**config.mk**
```make
export PLATFORM = sky130hd
export DESIGN_NAME = calendar_time_step_counter_top
export DESIGN_NICKNAME = d
export VERILOG_FILES = /design/src/sv/ctsc_pkg.sv /design/src/sv/ctsc_check.sv /design/src/sv/ctsc_step.sv /design/src/sv/calendar_time_step_counter_top.sv
export SDC_FILE = /design/constraint.sdc
export NUM_CORES = 1
export LEC_CHECK = 0
export BUFFER_PORTS_ARGS = -buffer_cell sky130_fd_sc_hd__buf_4
export CAP_MARGIN = 20
export CORE_MARGIN = 8
export CORE_UTILIZATION = 55
export DETAILED_ROUTE_END_ITERATION = 10
export PLACE_DENSITY = 0.78
export SLEW_MARGIN = 20
export SYNTH_ARGS = -nofsm -noshare
export SYNTH_HDL_FRONTEND = slang
export SYNTH_SLANG_ARGS = --single-unit
```
**constraint.sdc**
```tcl
create_clock -name clk -period 4.4 [get_ports clk]
set_clock_uncertainty 0.05 [all_clocks]
set_input_delay 0.22 -clock clk [delete_from_list [all_inputs] [get_ports clk]]
set_output_delay 0.22 -clock clk [all_outputs]
set_load 0.02 [all_outputs]
```
**src/sv/ctsc_pkg.sv**
```systemverilog
// Package for the calendar time step counter.
// Holds field widths, request and unit codes, reset values and the month length table.
// No dependencies.
package ctsc_pkg;

    localparam int DAY_W      = 5;
    localparam int MON_W      = 4;
    localparam int HOUR_W     = 5;
    localparam int MIN_W      = 6;
    localparam int SEC_W      = 6;
    localparam int NEW_YEAR_W = 14;

    typedef enum logic [1:0] {
        REQ_LOAD = 2'd0,
        REQ_SET  = 2'd1,
        REQ_INC  = 2'd2,
        REQ_DEC  = 2'd3
    } req_t;

    typedef enum logic [2:0] {
        UNIT_YEAR   = 3'd0,
        UNIT_MONTH  = 3'd1,
        UNIT_DAY    = 3'd2,
        UNIT_HOUR   = 3'd3,
        UNIT_MINUTE = 3'd4,
        UNIT_SECOND = 3'd5
    } unit_t;

    // Reset date 1/1/2007 00:00:00
    localparam int                 RESET_YEAR   = 2007;
    localparam logic [DAY_W-1:0]  RESET_DAY    = 5'd1;
    localparam logic [MON_W-1:0]  RESET_MONTH  = 4'd1;

    // Limits used by carries and borrows
    localparam logic [DAY_W-1:0]  DAY_LONG     = 5'd31;
    localparam logic [DAY_W-1:0]  DAY_SHORT    = 5'd30;
    localparam logic [DAY_W-1:0]  DAY_FEB      = 5'd28;
    localparam logic [DAY_W-1:0]  DAY_FEB_LEAP = 5'd29;
    localparam logic [DAY_W-1:0]  DAY_PLAIN    = 5'd27;
    localparam logic [MON_W-1:0]  MON_FEB      = 4'd2;
    localparam logic [MON_W-1:0]  MON_MAR      = 4'd3;
    localparam logic [MON_W-1:0]  MON_DEC      = 4'd12;
    localparam logic [HOUR_W-1:0] HOUR_MAX     = 5'd23;
    localparam logic [MIN_W-1:0]  MIN_MAX      = 6'd59;
    localparam logic [SEC_W-1:0]  SEC_MAX      = 6'd59;

    // Days in a month; zero for month codes that mean nothing
    function automatic logic [DAY_W-1:0] month_len(input logic [MON_W-1:0] m,
                                                   input logic leap);
        logic [DAY_W-1:0] len;
        case (m)
            4'd1, 4'd3, 4'd5, 4'd7, 4'd8, 4'd10, 4'd12: len = DAY_LONG;
            4'd4, 4'd6, 4'd9, 4'd11:                    len = DAY_SHORT;
            4'd2:                                       len = leap ? DAY_FEB_LEAP : DAY_FEB;
            default:                                    len = '0;
        endcase
        return len;
    endfunction

endpackage

```
**src/sv/ctsc_check.sv**
```systemverilog
// Validity check for a full load of date and time.
// Depends on ctsc_pkg (widths, month_len).
module ctsc_check (
    input  logic [ctsc_pkg::DAY_W-1:0]      new_day,
    input  logic [ctsc_pkg::MON_W-1:0]      new_month,
    input  logic [ctsc_pkg::NEW_YEAR_W-1:0] new_year,
    input  logic [ctsc_pkg::HOUR_W-1:0]     new_hour,
    input  logic [ctsc_pkg::MIN_W-1:0]      new_minute,
    input  logic [ctsc_pkg::SEC_W-1:0]      new_second,
    output logic                            load_ok
);
    import ctsc_pkg::*;

    logic             new_leap;
    logic [DAY_W-1:0] new_len;

    // Leap year every fourth year
    assign new_leap = (new_year[1:0] == 2'b00);
    assign new_len  = month_len(new_month, new_leap);

    // Month range is covered by a nonzero table entry
    assign load_ok = (new_hour <= HOUR_MAX) && (new_minute <= MIN_MAX) &&
                     (new_second <= SEC_MAX) && (new_day != '0) &&
                     (new_len != '0) && (new_day <= new_len);

endmodule

```
**src/sv/ctsc_step.sv**
```systemverilog
// Next-state logic of the calendar counter: load, set, increment and decrement.
// Depends on ctsc_pkg and ctsc_check.
module ctsc_step #(
    parameter int YEAR_BITS = 14
) (
    input  logic [1:0]                      req_type,
    input  logic [2:0]                      unit,
    input  logic [ctsc_pkg::DAY_W-1:0]      new_day,
    input  logic [ctsc_pkg::MON_W-1:0]      new_month,
    input  logic [ctsc_pkg::NEW_YEAR_W-1:0] new_year,
    input  logic [ctsc_pkg::HOUR_W-1:0]     new_hour,
    input  logic [ctsc_pkg::MIN_W-1:0]      new_minute,
    input  logic [ctsc_pkg::SEC_W-1:0]      new_second,
    input  logic [ctsc_pkg::DAY_W-1:0]      day,
    input  logic [ctsc_pkg::MON_W-1:0]      month,
    input  logic [YEAR_BITS-1:0]            year,
    input  logic [ctsc_pkg::HOUR_W-1:0]     hour,
    input  logic [ctsc_pkg::MIN_W-1:0]      minute,
    input  logic [ctsc_pkg::SEC_W-1:0]      second,
    output logic [ctsc_pkg::DAY_W-1:0]      day_next,
    output logic [ctsc_pkg::MON_W-1:0]      month_next,
    output logic [YEAR_BITS-1:0]            year_next,
    output logic [ctsc_pkg::HOUR_W-1:0]     hour_next,
    output logic [ctsc_pkg::MIN_W-1:0]      minute_next,
    output logic [ctsc_pkg::SEC_W-1:0]      second_next,
    output logic                            rejected_next
);
    import ctsc_pkg::*;

    logic                  load_ok;
    logic                  leap;
    logic                  roll;
    logic [YEAR_BITS-1:0]  year_inc;
    logic [YEAR_BITS-1:0]  year_dec;
    logic [YEAR_BITS-1:0]  ny;
    // day carry
    logic [DAY_W-1:0]      du_d;
    logic [MON_W-1:0]      du_m;
    logic [YEAR_BITS-1:0]  du_y;
    // day borrow
    logic [DAY_W-1:0]      db_d;
    logic [MON_W-1:0]      db_m;
    logic [YEAR_BITS-1:0]  db_y;
    // hour borrow (day side)
    logic [DAY_W-1:0]      hb_d;
    logic [MON_W-1:0]      hb_m;
    logic [YEAR_BITS-1:0]  hb_y;
    // minute carry / borrow (hour and day side)
    logic [HOUR_W-1:0]     mc_h;
    logic [DAY_W-1:0]      mc_d;
    logic [MON_W-1:0]      mc_m;
    logic [YEAR_BITS-1:0]  mc_y;
    logic [HOUR_W-1:0]     mb_h;
    logic [DAY_W-1:0]      mb_d;
    logic [MON_W-1:0]      mb_m;
    logic [YEAR_BITS-1:0]  mb_y;

    ctsc_check u_check (
        .new_day    (new_day),
        .new_month  (new_month),
        .new_year   (new_year),
        .new_hour   (new_hour),
        .new_minute (new_minute),
        .new_second (new_second),
        .load_ok    (load_ok)
    );

    assign leap     = (year[1:0] == 2'b00);
    assign year_inc = year + YEAR_BITS'(1);
    assign year_dec = year - YEAR_BITS'(1);
    assign ny       = YEAR_BITS'(new_year);

    // Day carry, month end rule above day 27
    always_comb
    begin
        du_d = day + 5'd1;
        du_m = month;
        du_y = year;
        case (day)
            DAY_FEB:      roll = (month == MON_FEB) && !leap;
            DAY_FEB_LEAP: roll = (month == MON_FEB);
            DAY_SHORT:    roll = month inside {4'd4, 4'd6, 4'd9, 4'd11};
            default:      roll = 1'b1;
        endcase
        if ((day > DAY_PLAIN) && roll)
        begin
            du_d = RESET_DAY;
            if (month == MON_DEC)
            begin
                du_m = RESET_MONTH;
                du_y = year_inc;
            end
            else
            begin
                du_m = month + 4'd1;
            end
        end
    end

    // Day borrow into the previous month
    always_comb
    begin
        db_y = year;
        db_m = month - 4'd1;
        db_d = DAY_LONG;
        if (month == RESET_MONTH)
        begin
            db_y = year_dec;
            db_m = MON_DEC;
        end
        else if (month == MON_MAR)
        begin
            db_d = leap ? DAY_FEB_LEAP : DAY_FEB;
        end
        else if (month inside {4'd5, 4'd7, 4'd10, 4'd12})
        begin
            db_d = DAY_SHORT;
        end
    end

    // Hour borrow: day side
    always_comb
    begin
        if (day > 5'd1)
        begin
            hb_d = day - 5'd1;
            hb_m = month;
            hb_y = year;
        end
        else
        begin
            hb_d = db_d;
            hb_m = db_m;
            hb_y = db_y;
        end
    end

    // Minute carry and borrow: hour and day side
    always_comb
    begin
        if (hour < HOUR_MAX)
        begin
            mc_h = hour + 5'd1;
            mc_d = day;
            mc_m = month;
            mc_y = year;
        end
        else
        begin
            mc_h = '0;
            mc_d = du_d;
            mc_m = du_m;
            mc_y = du_y;
        end
        if (hour != '0)
        begin
            mb_h = hour - 5'd1;
            mb_d = day;
            mb_m = month;
            mb_y = year;
        end
        else
        begin
            mb_h = HOUR_MAX;
            mb_d = hb_d;
            mb_m = hb_m;
            mb_y = hb_y;
        end
    end

    // Request select
    always_comb
    begin
        day_next      = day;
        month_next    = month;
        year_next     = year;
        hour_next     = hour;
        minute_next   = minute;
        second_next   = second;
        rejected_next = 1'b0;
        case (req_type)
            REQ_LOAD:
            begin
                if (load_ok)
                begin
                    day_next    = new_day;
                    month_next  = new_month;
                    year_next   = ny;
                    hour_next   = new_hour;
                    minute_next = new_minute;
                    second_next = new_second;
                end
                else
                begin
                    day_next      = RESET_DAY;
                    month_next    = RESET_MONTH;
                    year_next     = YEAR_BITS'(RESET_YEAR);
                    hour_next     = '0;
                    minute_next   = '0;
                    second_next   = '0;
                    rejected_next = 1'b1;
                end
            end
            REQ_SET:
            begin
                case (unit)
                    UNIT_YEAR:   year_next   = ny;
                    UNIT_MONTH:  month_next  = new_month;
                    UNIT_DAY:    day_next    = new_day;
                    UNIT_HOUR:   hour_next   = new_hour;
                    UNIT_MINUTE: minute_next = new_minute;
                    UNIT_SECOND: second_next = new_second;
                    default:     ;
                endcase
            end
            REQ_INC:
            begin
                case (unit)
                    UNIT_YEAR: year_next = year_inc;
                    UNIT_MONTH:
                    begin
                        if (month == MON_DEC)
                        begin
                            year_next  = year_inc;
                            month_next = RESET_MONTH;
                        end
                        else
                        begin
                            month_next = month + 4'd1;
                        end
                    end
                    UNIT_DAY:
                    begin
                        day_next   = du_d;
                        month_next = du_m;
                        year_next  = du_y;
                    end
                    UNIT_HOUR:
                    begin
                        if (hour == HOUR_MAX)
                        begin
                            hour_next  = '0;
                            day_next   = du_d;
                            month_next = du_m;
                            year_next  = du_y;
                        end
                        else
                        begin
                            hour_next = hour + 5'd1;
                        end
                    end
                    UNIT_MINUTE:
                    begin
                        if (minute == MIN_MAX)
                        begin
                            minute_next = '0;
                            hour_next   = mc_h;
                            day_next    = mc_d;
                            month_next  = mc_m;
                            year_next   = mc_y;
                        end
                        else
                        begin
                            minute_next = minute + 6'd1;
                        end
                    end
                    UNIT_SECOND:
                    begin
                        if (second == SEC_MAX)
                        begin
                            second_next = '0;
                            if (minute < MIN_MAX)
                            begin
                                minute_next = minute + 6'd1;
                            end
                            else
                            begin
                                minute_next = '0;
                                hour_next   = mc_h;
                                day_next    = mc_d;
                                month_next  = mc_m;
                                year_next   = mc_y;
                            end
                        end
                        else
                        begin
                            second_next = second + 6'd1;
                        end
                    end
                    default: ;
                endcase
            end
            default:
            begin
                // decrement
                case (unit)
                    UNIT_YEAR:
                    begin
                        if (year != '0)
                        begin
                            year_next = year_dec;
                        end
                    end
                    UNIT_MONTH:
                    begin
                        if (month == RESET_MONTH)
                        begin
                            year_next  = year_dec;
                            month_next = MON_DEC;
                        end
                        else
                        begin
                            month_next = month - 4'd1;
                        end
                    end
                    UNIT_DAY:
                    begin
                        if (day == RESET_DAY)
                        begin
                            day_next   = db_d;
                            month_next = db_m;
                            year_next  = db_y;
                        end
                        else
                        begin
                            day_next = day - 5'd1;
                        end
                    end
                    UNIT_HOUR:
                    begin
                        if (hour == '0)
                        begin
                            hour_next  = HOUR_MAX;
                            day_next   = hb_d;
                            month_next = hb_m;
                            year_next  = hb_y;
                        end
                        else
                        begin
                            hour_next = hour - 5'd1;
                        end
                    end
                    UNIT_MINUTE:
                    begin
                        if (minute == '0)
                        begin
                            minute_next = MIN_MAX;
                            hour_next   = mb_h;
                            day_next    = mb_d;
                            month_next  = mb_m;
                            year_next   = mb_y;
                        end
                        else
                        begin
                            minute_next = minute - 6'd1;
                        end
                    end
                    UNIT_SECOND:
                    begin
                        if (second == '0)
                        begin
                            second_next = SEC_MAX;
                            if (minute != '0)
                            begin
                                minute_next = minute - 6'd1;
                            end
                            else
                            begin
                                minute_next = MIN_MAX;
                                hour_next   = mb_h;
                                day_next    = mb_d;
                                month_next  = mb_m;
                                year_next   = mb_y;
                            end
                        end
                        else
                        begin
                            second_next = second - 6'd1;
                        end
                    end
                    default: ;
                endcase
            end
        endcase
    end

endmodule

```
**src/sv/calendar_time_step_counter_top.sv**
```systemverilog
// Top level of the calendar time step counter: input register, step logic, result register.
// Depends on ctsc_pkg and ctsc_step.
//
// Usage:
//   Input channel (in_valid/in_ready) carries one request item: req_type, unit and
//   the new_* fields. Output channel (out_valid/out_ready) carries one result item
//   per request: the six cur_* fields held after the request and load_rejected.
//   A request accepted into the request register moves on into the result register
//   when that stage is free. Throughput: one item per cycle while the receiver takes
//   each result, set by the single pass through the step logic between the request
//   register and the calendar registers.
//   The calendar registers double as the result register; they change only when a
//   request moves into the result stage.
//   Reset: rst_n low clears both stages and sets the date to 1/1/2007 00:00:00.
//   Stall: while out_ready is low the result holds; one more request is taken into
//   the request register and in_ready then drops until the result is taken.
module calendar_time_step_counter_top #(
    parameter int YEAR_BITS = 14
) (
    input  logic                            clk,
    input  logic                            rst_n,
    input  logic                            in_valid,
    output logic                            in_ready,
    input  logic [1:0]                      req_type,
    input  logic [2:0]                      unit,
    input  logic [ctsc_pkg::DAY_W-1:0]      new_day,
    input  logic [ctsc_pkg::MON_W-1:0]      new_month,
    input  logic [ctsc_pkg::NEW_YEAR_W-1:0] new_year,
    input  logic [ctsc_pkg::HOUR_W-1:0]     new_hour,
    input  logic [ctsc_pkg::MIN_W-1:0]      new_minute,
    input  logic [ctsc_pkg::SEC_W-1:0]      new_second,
    output logic                            out_valid,
    input  logic                            out_ready,
    output logic [ctsc_pkg::DAY_W-1:0]      cur_day,
    output logic [ctsc_pkg::MON_W-1:0]      cur_month,
    output logic [YEAR_BITS-1:0]            cur_year,
    output logic [ctsc_pkg::HOUR_W-1:0]     cur_hour,
    output logic [ctsc_pkg::MIN_W-1:0]      cur_minute,
    output logic [ctsc_pkg::SEC_W-1:0]      cur_second,
    output logic                            load_rejected
);
    import ctsc_pkg::*;

    // Request register
    logic                  req_valid_reg;
    logic [1:0]            req_type_reg;
    logic [2:0]            unit_reg;
    logic [DAY_W-1:0]      new_day_reg;
    logic [MON_W-1:0]      new_month_reg;
    logic [NEW_YEAR_W-1:0] new_year_reg;
    logic [HOUR_W-1:0]     new_hour_reg;
    logic [MIN_W-1:0]      new_minute_reg;
    logic [SEC_W-1:0]      new_second_reg;

    // Calendar / result registers
    logic                  out_valid_reg;
    logic                  rejected_reg;
    logic [DAY_W-1:0]      day_reg;
    logic [MON_W-1:0]      month_reg;
    logic [YEAR_BITS-1:0]  year_reg;
    logic [HOUR_W-1:0]     hour_reg;
    logic [MIN_W-1:0]      minute_reg;
    logic [SEC_W-1:0]      second_reg;

    logic [DAY_W-1:0]      day_next;
    logic [MON_W-1:0]      month_next;
    logic [YEAR_BITS-1:0]  year_next;
    logic [HOUR_W-1:0]     hour_next;
    logic [MIN_W-1:0]      minute_next;
    logic [SEC_W-1:0]      second_next;
    logic                  rejected_next;

    logic                  req_go;
    logic                  in_take;

    // Handshake
    assign req_go   = req_valid_reg && (!out_valid_reg || out_ready);
    assign in_ready = !req_valid_reg || req_go;
    assign in_take  = in_valid && in_ready;

    // Request register stage
    always_ff @(posedge clk or negedge rst_n)
    begin
        if (!rst_n)
        begin
            req_valid_reg <= 1'b0;
        end
        else if (in_ready)
        begin
            req_valid_reg <= in_valid;
        end
    end

    always_ff @(posedge clk)
    begin
        if (in_take)
        begin
            req_type_reg   <= req_type;
            unit_reg       <= unit;
            new_day_reg    <= new_day;
            new_month_reg  <= new_month;
            new_year_reg   <= new_year;
            new_hour_reg   <= new_hour;
            new_minute_reg <= new_minute;
            new_second_reg <= new_second;
        end
    end

    ctsc_step #(
        .YEAR_BITS (YEAR_BITS)
    ) u_step (
        .req_type      (req_type_reg),
        .unit          (unit_reg),
        .new_day       (new_day_reg),
        .new_month     (new_month_reg),
        .new_year      (new_year_reg),
        .new_hour      (new_hour_reg),
        .new_minute    (new_minute_reg),
        .new_second    (new_second_reg),
        .day           (day_reg),
        .month         (month_reg),
        .year          (year_reg),
        .hour          (hour_reg),
        .minute        (minute_reg),
        .second        (second_reg),
        .day_next      (day_next),
        .month_next    (month_next),
        .year_next     (year_next),
        .hour_next     (hour_next),
        .minute_next   (minute_next),
        .second_next   (second_next),
        .rejected_next (rejected_next)
    );

    // Calendar state and result stage
    always_ff @(posedge clk or negedge rst_n)
    begin
        if (!rst_n)
        begin
            out_valid_reg <= 1'b0;
            rejected_reg  <= 1'b0;
            day_reg       <= RESET_DAY;
            month_reg     <= RESET_MONTH;
            year_reg      <= YEAR_BITS'(RESET_YEAR);
            hour_reg      <= '0;
            minute_reg    <= '0;
            second_reg    <= '0;
        end
        else
        begin
            if (req_go)
            begin
                out_valid_reg <= 1'b1;
                rejected_reg  <= rejected_next;
                day_reg       <= day_next;
                month_reg     <= month_next;
                year_reg      <= year_next;
                hour_reg      <= hour_next;
                minute_reg    <= minute_next;
                second_reg    <= second_next;
            end
            else if (out_ready)
            begin
                out_valid_reg <= 1'b0;
            end
        end
    end

    assign out_valid     = out_valid_reg;
    assign load_rejected = rejected_reg;
    assign cur_day       = day_reg;
    assign cur_month     = month_reg;
    assign cur_year      = year_reg;
    assign cur_hour      = hour_reg;
    assign cur_minute    = minute_reg;
    assign cur_second    = second_reg;

`ifndef SYNTHESIS
    // A rejected load always leaves the reset date behind
    a_reject_restores: assert property (@(posedge clk) disable iff (!rst_n)
        (out_valid_reg && rejected_reg) |-> (day_reg == RESET_DAY &&
            month_reg == RESET_MONTH && year_reg == YEAR_BITS'(RESET_YEAR) &&
            hour_reg == '0 && minute_reg == '0 && second_reg == '0))
        else $error("rejected load did not restore reset date");

    // A request moving on always shows up as a result in the next cycle
    a_go_gives_result: assert property (@(posedge clk) disable iff (!rst_n)
        req_go |=> out_valid_reg)
        else $error("request advanced without a result");

    // Calendar state only changes when a request moves into the result stage
    a_state_hold: assert property (@(posedge clk) disable iff (!rst_n)
        !req_go |=> ($stable(day_reg) && $stable(month_reg) && $stable(year_reg) &&
            $stable(hour_reg) && $stable(minute_reg) && $stable(second_reg)))
        else $error("calendar changed without a request");

    // Input is refused only while a request waits in the request register
    a_ready_busy: assert property (@(posedge clk) disable iff (!rst_n)
        !in_ready |-> (req_valid_reg && out_valid_reg && !out_ready))
        else $error("input refused while a stage was free");
`endif

endmodule

```
Word level (Yosys, flattened, before mapping)
Index checks and enable logic that the tools add are counted.

Add/subtract/negate cells: 12. $lt $le $gt $ge: 8. Equal/unequal tests: 59. Mux-type cells: 103. Reductions and logical operators: 43.

Operators with widths (number): 2-to-1 mux 14 bit (18); one-hot mux 14 bit (6 select lines) (2); 2-to-1 mux 5 bit (29); 2-to-1 mux 6 bit (14); one-hot mux 5 bit (3 select lines) (5); 2-to-1 mux 4 bit (17); one-hot mux 14 bit (3 select lines) (1); one-hot mux 4 bit (5 select lines) (2); one-hot mux 5 bit (4 select lines) (2); equality test 4 bit (second input constant) (9); one-hot mux 6 bit (3 select lines) (2); equality test 4 x 3 -> 1 bit (second input constant) (8); one-hot mux 6 bit (2 select lines) (2); equality test 5 bit (second input constant) (4); inequality test 5 x 1 -> 1 bit (second input constant) (4); nonzero test 5 bit (4); equality test 4 x 2 -> 1 bit (second input constant) (4); adder 14 x 1 -> 14 bit (second input constant) (1); AND reduction 14 bit (1); nonzero test 14 bit (1); subtractor 14 x 1 -> 14 bit (second input constant) (1); AND reduction 13 bit (1); adder 6 x 1 -> 6 bit (second input constant) (2); equality test 6 bit (second input constant) (2); other kinds (49) (89).

Register bits: 88. Input port bits: 49. Output and inout port bits: 43. Word-level logic and storage cells: 242.

Longest topological paths before layout
Gate-level depths: netlist of the first run.

Depth after elaboration: 11. Depth in mapped cells: 13. Depth with buffers taken out: 11.

Cells and area by module
Synthesis of the first run repeated with hierarchy kept, for this count alone.

Cell total of the unflattened synthesis: 880. Area, all modules: 7699.9 µm².

By module, submodules not included: ctsc_step (times used 1, cells each 713, area an instance 4337.9 µm², sequential area each 0.0 µm²); calendar_time_step_counter_top (times used 1, cells each 139, area an instance 3149.3 µm², sequential area each 2441.1 µm²); ctsc_check (times used 1, cells each 28, area an instance 212.7 µm², sequential area each 0.0 µm²).

Worst setup path after synthesis of the first run
OpenSTA, ideal clock, no wires.

Path type: register to register. From: register req_type_reg[0]. To: register year_reg[11] (netlist: cur_year[11]). Setup time: 0.130 ns. Data arrival time: 3.026 ns. Required time: 4.220 ns. Path slack: 1.194 ns. Stages on the path, launching flop included: 13. Path buffers: 1. Period minus slack after synthesis: 3.206 ns. Cell sequence: edfxtp_1 > inv_1 > ha_1 > buf_2 > clkinv_1 > ha_1 > and3_1 > a2111oi_2 > o21ai_0 > a31oi_1 > xnor2_1 > a221oi_1 > a21oi_1.

Longest elaborated chain between the ends: 3. Elaborated cells between the ends (all ways): 18. Those cells by class: 14 x eq/ne; 1 x mux; 3 x reduce/logical.

Ends and longest elaborated chain: start, declared (RTL line calendar_time_step_counter_top.sv:46) `logic [1:0] req_type_reg;`; start signal, assigned (RTL line calendar_time_step_counter_top.sv:98) `req_type_reg <= req_type;`; equality test 2 bit (tied with other cells) (RTL line ctsc_step.sv:181) `case (req_type)`; inequality test 7 x 6 -> 1 bit (no line) (tied with other cells); AND reduction 14 bit (no line); end signal, assigned (RTL line calendar_time_step_counter_top.sv:144) `year_reg <= YEAR_BITS'(RESET_YEAR);`; end signal, assigned (RTL line calendar_time_step_counter_top.sv:157) `year_reg <= year_next;`; end, declared (RTL line calendar_time_step_counter_top.sv:60) `logic [YEAR_BITS-1:0] year_reg;`.

Parallel ways exist; a longest one is shown, timed or not. A chain may end at the register's enable or synchronous reset.

Final worst setup path of the first run
From: register new_month_reg[3]. To: register minute_reg[0] (netlist: cur_minute[0]).

Longest elaborated chain between the ends: 8. Elaborated cells between the ends (all ways): 21. Those cells by class: 1 x order compare; 12 x eq/ne; 3 x mux; 5 x reduce/logical.

Ends and longest elaborated chain: start, declared (RTL line calendar_time_step_counter_top.sv:49) `logic [MON_W-1:0] new_month_reg;`; start signal, assigned (RTL line calendar_time_step_counter_top.sv:101) `new_month_reg <= new_month;`; equality test 4 x 1 -> 1 bit (tied with other cells) (RTL line ctsc_pkg.sv:51) `case (m)`; OR reduction 7 bit or OR reduction 4 bit (tied branches) (RTL line ctsc_pkg.sv:51); one-hot mux 5 bit (3 select lines) (*) (RTL line ctsc_pkg.sv:51); parallel branches: the longest is 2 deep, another holds less-or-equal comparator 5 bit; logical AND 1 bit (*) (RTL line ctsc_check.sv:24) `(new_len != '0) && (new_day <= new_len);`; 2-to-1 mux 6 bit (*) (RTL line ctsc_step.sv:184) `if (load_ok)`; one-hot mux 6 bit (3 select lines) (*) (RTL line ctsc_step.sv:181); end signal, assigned (RTL line calendar_time_step_counter_top.sv:159) `minute_reg <= minute_next;`; end, declared (RTL line calendar_time_step_counter_top.sv:62) `logic [MIN_W-1:0] minute_reg;`.

Every way passes the cells marked *.

==> results.cfg, run 1 <==
[global_route]
grt_pass1_wl_um = 27400
grt_pass1_vias = 5566
grt_usage_pct = 23.4
grt_overflow = 0
antenna_found_initial = 0
grt_max_degree = 46

[yosys]
ys_warn_count = 0
async_reset_ff_share_pct = 48.9
synth-adder-area-share_pct = 8.16
syn_inst = 622
yosysUniqueCellTypes = 86
syn_avg_cell_area_um2 = 9.76
synth_nets = 710
synth.area.top_cells = edfxtp_1 22%, dfrtp_1 13%, ha_1 7.8%, dfstp_2 4.8%, nand2_1 3.2%
synthXorXnorAreaFrac_pct = 3.89
yosysTopAreaCell = edfxtp_1
synthSimpleGateAreaFrac_pct = 16.0
yosys_most_used_dff = edfxtp_1
synth-seq-cells = 88
synth-compound-area-share_pct = 25.6
synth_mux_area_share_pct = 1.05
syn-cell-area_um2 = 6070
synth.yosys.seq_area_share_pct = 40.2
synth_top_family_by_area = compound AO/OA/AOI/OAI gates
synth_edf_count = 45
synth.top_cell.area_share_pct = 22.3

[critical_path]
rr_endpoint = cur_minute[0]
cp-start-kind = flip-flop
arrival_ns = 3.93
r2r_slack_ns = 0.75
critPathKind = reg -> reg
end_kind = flip-flop
ff2ff_path_depth = 11
crit_fanout = 16
reg2reg_from = new_month_reg[3]
cp.required_ns = 4.68

[floorplan]
start_util_pct = 56.3
die_w_um = 121
die_h_um = 121
core-area_um2 = 10800
dieArea_um2 = 14700
fp-row-count = 38
ios = 92

[min_path]
min_to = req_valid_reg
hold_class = in -> reg
min-delay-start = out_ready
holdPathStages = 3

[timing]
tightest_slew_ns = 1.07
hold_slack_ns = 0.131
period_share_pct = 82.9
setup_viol = 0
rsz0062_at_grt = false
finalCriticalPeriod_ns = 3.65
slew_headroom_pct = 28.5
clock.fmax_mhz = 274
drv_slew = 0
hold_violations = 0
fin_setup_tns_ns = 0

[detailed_routing]
dr_total_vias = 5490
vias_per_cell = 6.20
routed_wl_um = 16800
dr.pass1.iters = 5
post_drt_wl_per_cell_um = 19.0
ant_nets = 0
drtIter0Drc = 431
drc_errors = 0

[pwr]
leakagePower_nw = 3.16
ir_drop_mv = 0.420
power_density_nw_per_um2 = 578

[final_layout]
final_area_um2 = 7450
nNetsFinal = 828
area_growth_pct = 22.6
final_util_pct = 69.0
layout-drive-gt1-share_pct = 20.1
antenna_cells = 0

[clock_network]
cts_root_buf = clkbuf_8
htreeDepth = 3
cts_tree = yes
worstSkewPairLatency_ns = 0.39
cts_buffers = 9
post-cts-setup-buffers = 0
clk_path_buf_depth = 2
clock-sinks = 88
path_clk_slew_ns = 0.09

[place]
hpwl_um = 11900
io_buffer_count = 91
placed_area_um2 = 6790
gp_congestion = 0.917

[outcome]
outcome = finished, final reports clean

[flow_run]
drv_cap = 0
critical path, stage by stage (launching register included):
cell	delay, ns
edfxtp_1	0.50
or4_1	0.56
nand2_1	0.14
ha_1	0.26
a21o_1	0.17
a211o_1	0.27
o21ai_0	0.29
a21o_1	0.60
buf_12	0.24
a21oi_1	0.10
a211oi_1	0.28
a21o_1	0.12
layout make-up:
class                           instances  area (um^2)
Clock buffer                           12          155
Clock inverter                          4         26.3
Fill cell                             820         3350
Inverter                               35          131
Multi-Input combinational cell        464         3320
Sequential cell                        88         2440
Tap cell                              140          175
Timing Repair Buffer                  142         1200
cells in the mapped netlist (5+ instances only):
| cell type | count |
|---|---|
| o21ai_0 | 36 |
| a221oi_2 | 7 |
| buf_2 | 12 |
| a22o_1 | 7 |
| a21o_1 | 18 |
| o21ai_1 | 11 |
| a211oi_1 | 8 |
| nor3_1 | 14 |
| dfrtp_1 | 32 |
| or3_1 | 7 |
| ha_1 | 38 |
| inv_1 | 34 |
| nor2_1 | 31 |
| nand2_1 | 52 |
| a31oi_1 | 7 |
| o22ai_1 | 6 |
| dfstp_2 | 11 |
| edfxtp_1 | 45 |
| nand3_1 | 18 |
| nand2b_1 | 11 |
| o211ai_1 | 7 |
| a21oi_1 | 29 |
| and3_1 | 11 |
| a221oi_1 | 9 |
| xor2_1 | 6 |
| nor2b_1 | 6 |
| clkbuf_1 | 18 |
| xnor2_1 | 21 |
| a221o_1 | 6 |
| nor4_1 | 5 |
what timing repair did:
action / in CTS / in global routing
hold endpoints to repair: 78 / 0
endpoints found under the setup margin: 0 / 0
resized for setup: 0 / 0
hold buffers: 47 / 0
layer usage:
metal	track usage (%)	vias up	part of all wire, %
met5	0	-	0
li1	-	2585	-
met3	6.93	36	7.5
met2	38.6	240	50
met4	9.37	0	2.1
met1	28.2	2629	40
worst max-delay path by stage:
stage                           from            end  slack (ns)  depth (start not counted)
global route        new_month_reg[3]  cur_minute[0]        0.57                         11
floorplan            req_type_reg[0]   cur_year[11]        1.19                         12
detailed placement  new_month_reg[3]  cur_minute[0]        0.78                         11
global placement    new_month_reg[3]  cur_minute[0]        0.95                         11
finish              new_month_reg[3]  cur_minute[0]        0.75                         11
CTS                 new_month_reg[3]  cur_minute[0]        0.77                         11
cells by family (layout without fill, tap and decap cells):
kind of cell               after synthesis  after routing
AOI/OAI and AO/OA                      208            208
xor gates and xnor gates                27             27
adders and majority gates               39             39
buffers and inverters                   70            193
DFF                                     88             88
muxes                                    6              6
and+or+nand+nor                        184            184
placed cells by master, fill, tap and decap left out, types with 14 or more instances in the layout:
cell type      count
nor2_1            31
nand3_1           18
a21o_1            18
nor3_1            14
nand2_1           52
a21oi_1           29
buf_4             94
ha_1              38
inv_1             34
o21ai_0           36
xnor2_1           21
edfxtp_1          45
dfrtp_1           32
dlygate4sd3_1     47
through the flow:
step | cells | setup slack [ns] | total power (W)
4_1_cts | 885 | 0.773 | 0.00430
5_1_grt | 885 | 0.570 | 0.00461
3_3_place_gp | 822 | 0.947 | 0.00363
3_5_place_dp | 822 | 0.783 | 0.00372
6_report | 885 | 0.752 | 0.00431
2_1_floorplan | 622 | 1.19 | 0.00304
power by group:
group	leakage [nW]	switching [W]	internal [W]	total, W
Combinational	2.12	0.00124	0.00103	0.00228
Clock	0.0948	0.000300	0.000238	0.000537
Sequential	0.943	0.000383	0.00111	0.00149
Total	3.16	0.00192	0.00238	0.00431
No activity file was read; power rests on OpenSTA's default activity.
==> run 2: changes to the inputs <==
CORE_UTILIZATION = 52   (was 55)
clock period = 3.03 ns   (was 4.4 ns; I/O delays follow)
==> results.cfg, run 2 (synthesis results as in run 1) <==
[outcome]
outcome = finished, final reports clean

[final_layout]
final_area_um2 = 7850
antenna_cells = 0
fillCellCount = 865
most-common-layout-cells = 118 x buf_4, 51 x nand2_1, 47 x dlygate4sd3_1
layout.cells.non_filler = 914
layout-drive-gt1-share_pct = 23.6
final_common_cell = buf_4
nNetsFinal = 854
area_growth_pct = 29.2

[detailed_routing]
drc_errors = 0
routed_wl_um = 17700
post_drt_wl_per_cell_um = 19.4
dr.pass1.iters = 7
vias_per_cell = 6.25
ant_nets = 0
drtIter0Drc = 583
dr_total_vias = 5717

[clock_network]
cts_root_buf = clkbuf_16
htreeDepth = 3
post-cts-setup-buffers = 0
clock-sinks = 88
cts_tree = yes
worstSkewPairLatency_ns = 0.35
clk_path_buf_depth = 2
path_clk_slew_ns = 0.06
cts_buffers = 9

[timing]
hold_violations = 0
tightest_slew_ns = 0.664
hold_slack_ns = 0.0534
setup_slack_ns = 0.0501
drv_slew = 0
finalCriticalPeriod_ns = 2.98
clock.fmax_mhz = 336
period_share_pct = 98.3
fin_setup_tns_ns = 0
slew_headroom_pct = 55.6
setup_viol = 0

[floorplan]
die_w_um = 124
ios = 92
core-area_um2 = 11400
fp-row-count = 39
dieArea_um2 = 15400
die_h_um = 124
start_util_pct = 53.2

[critical_path]
slowest_delay_ns = 0.54
cp.required_ns = 3.27
end_kind = flip-flop
worst_path_most_repeated_cell = a21o_1
arrival_ns = 3.22
critPathSlowestCell = or4_4
crit_fanout = 6
cp-start-kind = flip-flop
path_cells = or4_4, nand2_2, ha_1, a21o_1, a211o_1, o21ai_1, a21o_2, clkbuf_16, a21oi_1, a211oi_1, a21o_1
critPathKind = reg -> reg

[flow_run]
drv_cap = 0

[global_route]
grt_pass1_wl_um = 27700
grt_overflow = 0
grt_usage_pct = 22.8
grt_max_degree = 44
grt_pass1_vias = 5573
antenna_found_initial = 0

[place]
place_inst = 849
gp_congestion = 0.926
hpwl_um = 12200
io_buffer_count = 91
dp_worst_setup_slack_ns = -0.0462
placed_area_um2 = 6980

[pwr]
ir_drop_mv = 0.544
leakagePower_nw = 3.35
power_density_nw_per_um2 = 871

[min_path]
hold_class = in -> reg
## run 2: cell type report
type | count | area, um^2 | area share (%)
clock inverters | 3 | 41.3 | 0.526
flip-flops and latches | 88 | 2440 | 31.1
multi-input cells | 464 | 3380 | 43.0
inverters | 35 | 133 | 1.69
repair buffers | 168 | 1430 | 18.2
well taps | 143 | 179 | 2.28
clock buffers | 13 | 250 | 3.19
## run 2: through the flow
stage                     total power, W  util (%)
after floorplan                  0.00441         -
after global placement           0.00538      61.1
after detailed placement         0.00551      61.1
after CTS                        0.00671      67.8
after global routing             0.00724      68.7
final                            0.00683      68.7
## run 2: path summary, 6_finish.rpt
path / start / endpoint / slack [ns] / depth (start not counted)
min in group asynchronous: rst_n / cur_second[4] / 0.31 / 2
max in group asynchronous: rst_n / cur_year[5] / 2.20 / 2
worst max-delay path: new_month_reg[3] / cur_minute[0] / 0.05 / 11
worst max register to register: new_month_reg[3] / cur_minute[0] / 0.05 / 11
worst min register to register: cur_year[2] / cur_year[2] / 0.44 / 2
worst min-delay path: out_ready / req_valid_reg / 0.05 / 3
## run 2: repair_timing
item                                    in CTS  in global routing
cloned                                       0                  2
endpoints found under the setup margin       9                 22
pin swaps                                    0                  0
hold endpoints to repair                    78                  0
hold buffers                                47                  0
resized for setup                            1                 13
## run 2: critical path: cells and delay by family, from the launching register on
family	cells	cell delay (ns)
simple gates	2	0.66
flops	1	0.41
buf+inv	1	0.19
fa+ha+maj	1	0.25
compound gates	7	1.34
## run 2: metal layers
metal / up-vias / global-route usage, % / part of all wire (%)
met3: 29 / 4.94 / 7.2
met1: 2797 / 28.8 / 42
met4: 0 / 8.70 / 1.9
li1: 2640 / - / -
met2: 251 / 37.4 / 49
met5: - / 0 / 0
## run 2: power by group
part	switching, W	total [W]	internal [W]	leakage (nW)
Clock	0.000445	0.00110	0.000659	0.137
Sequential	0.000522	0.00214	0.00161	0.943
Combinational	0.00195	0.00359	0.00164	2.27
Total	0.00291	0.00683	0.00392	3.35
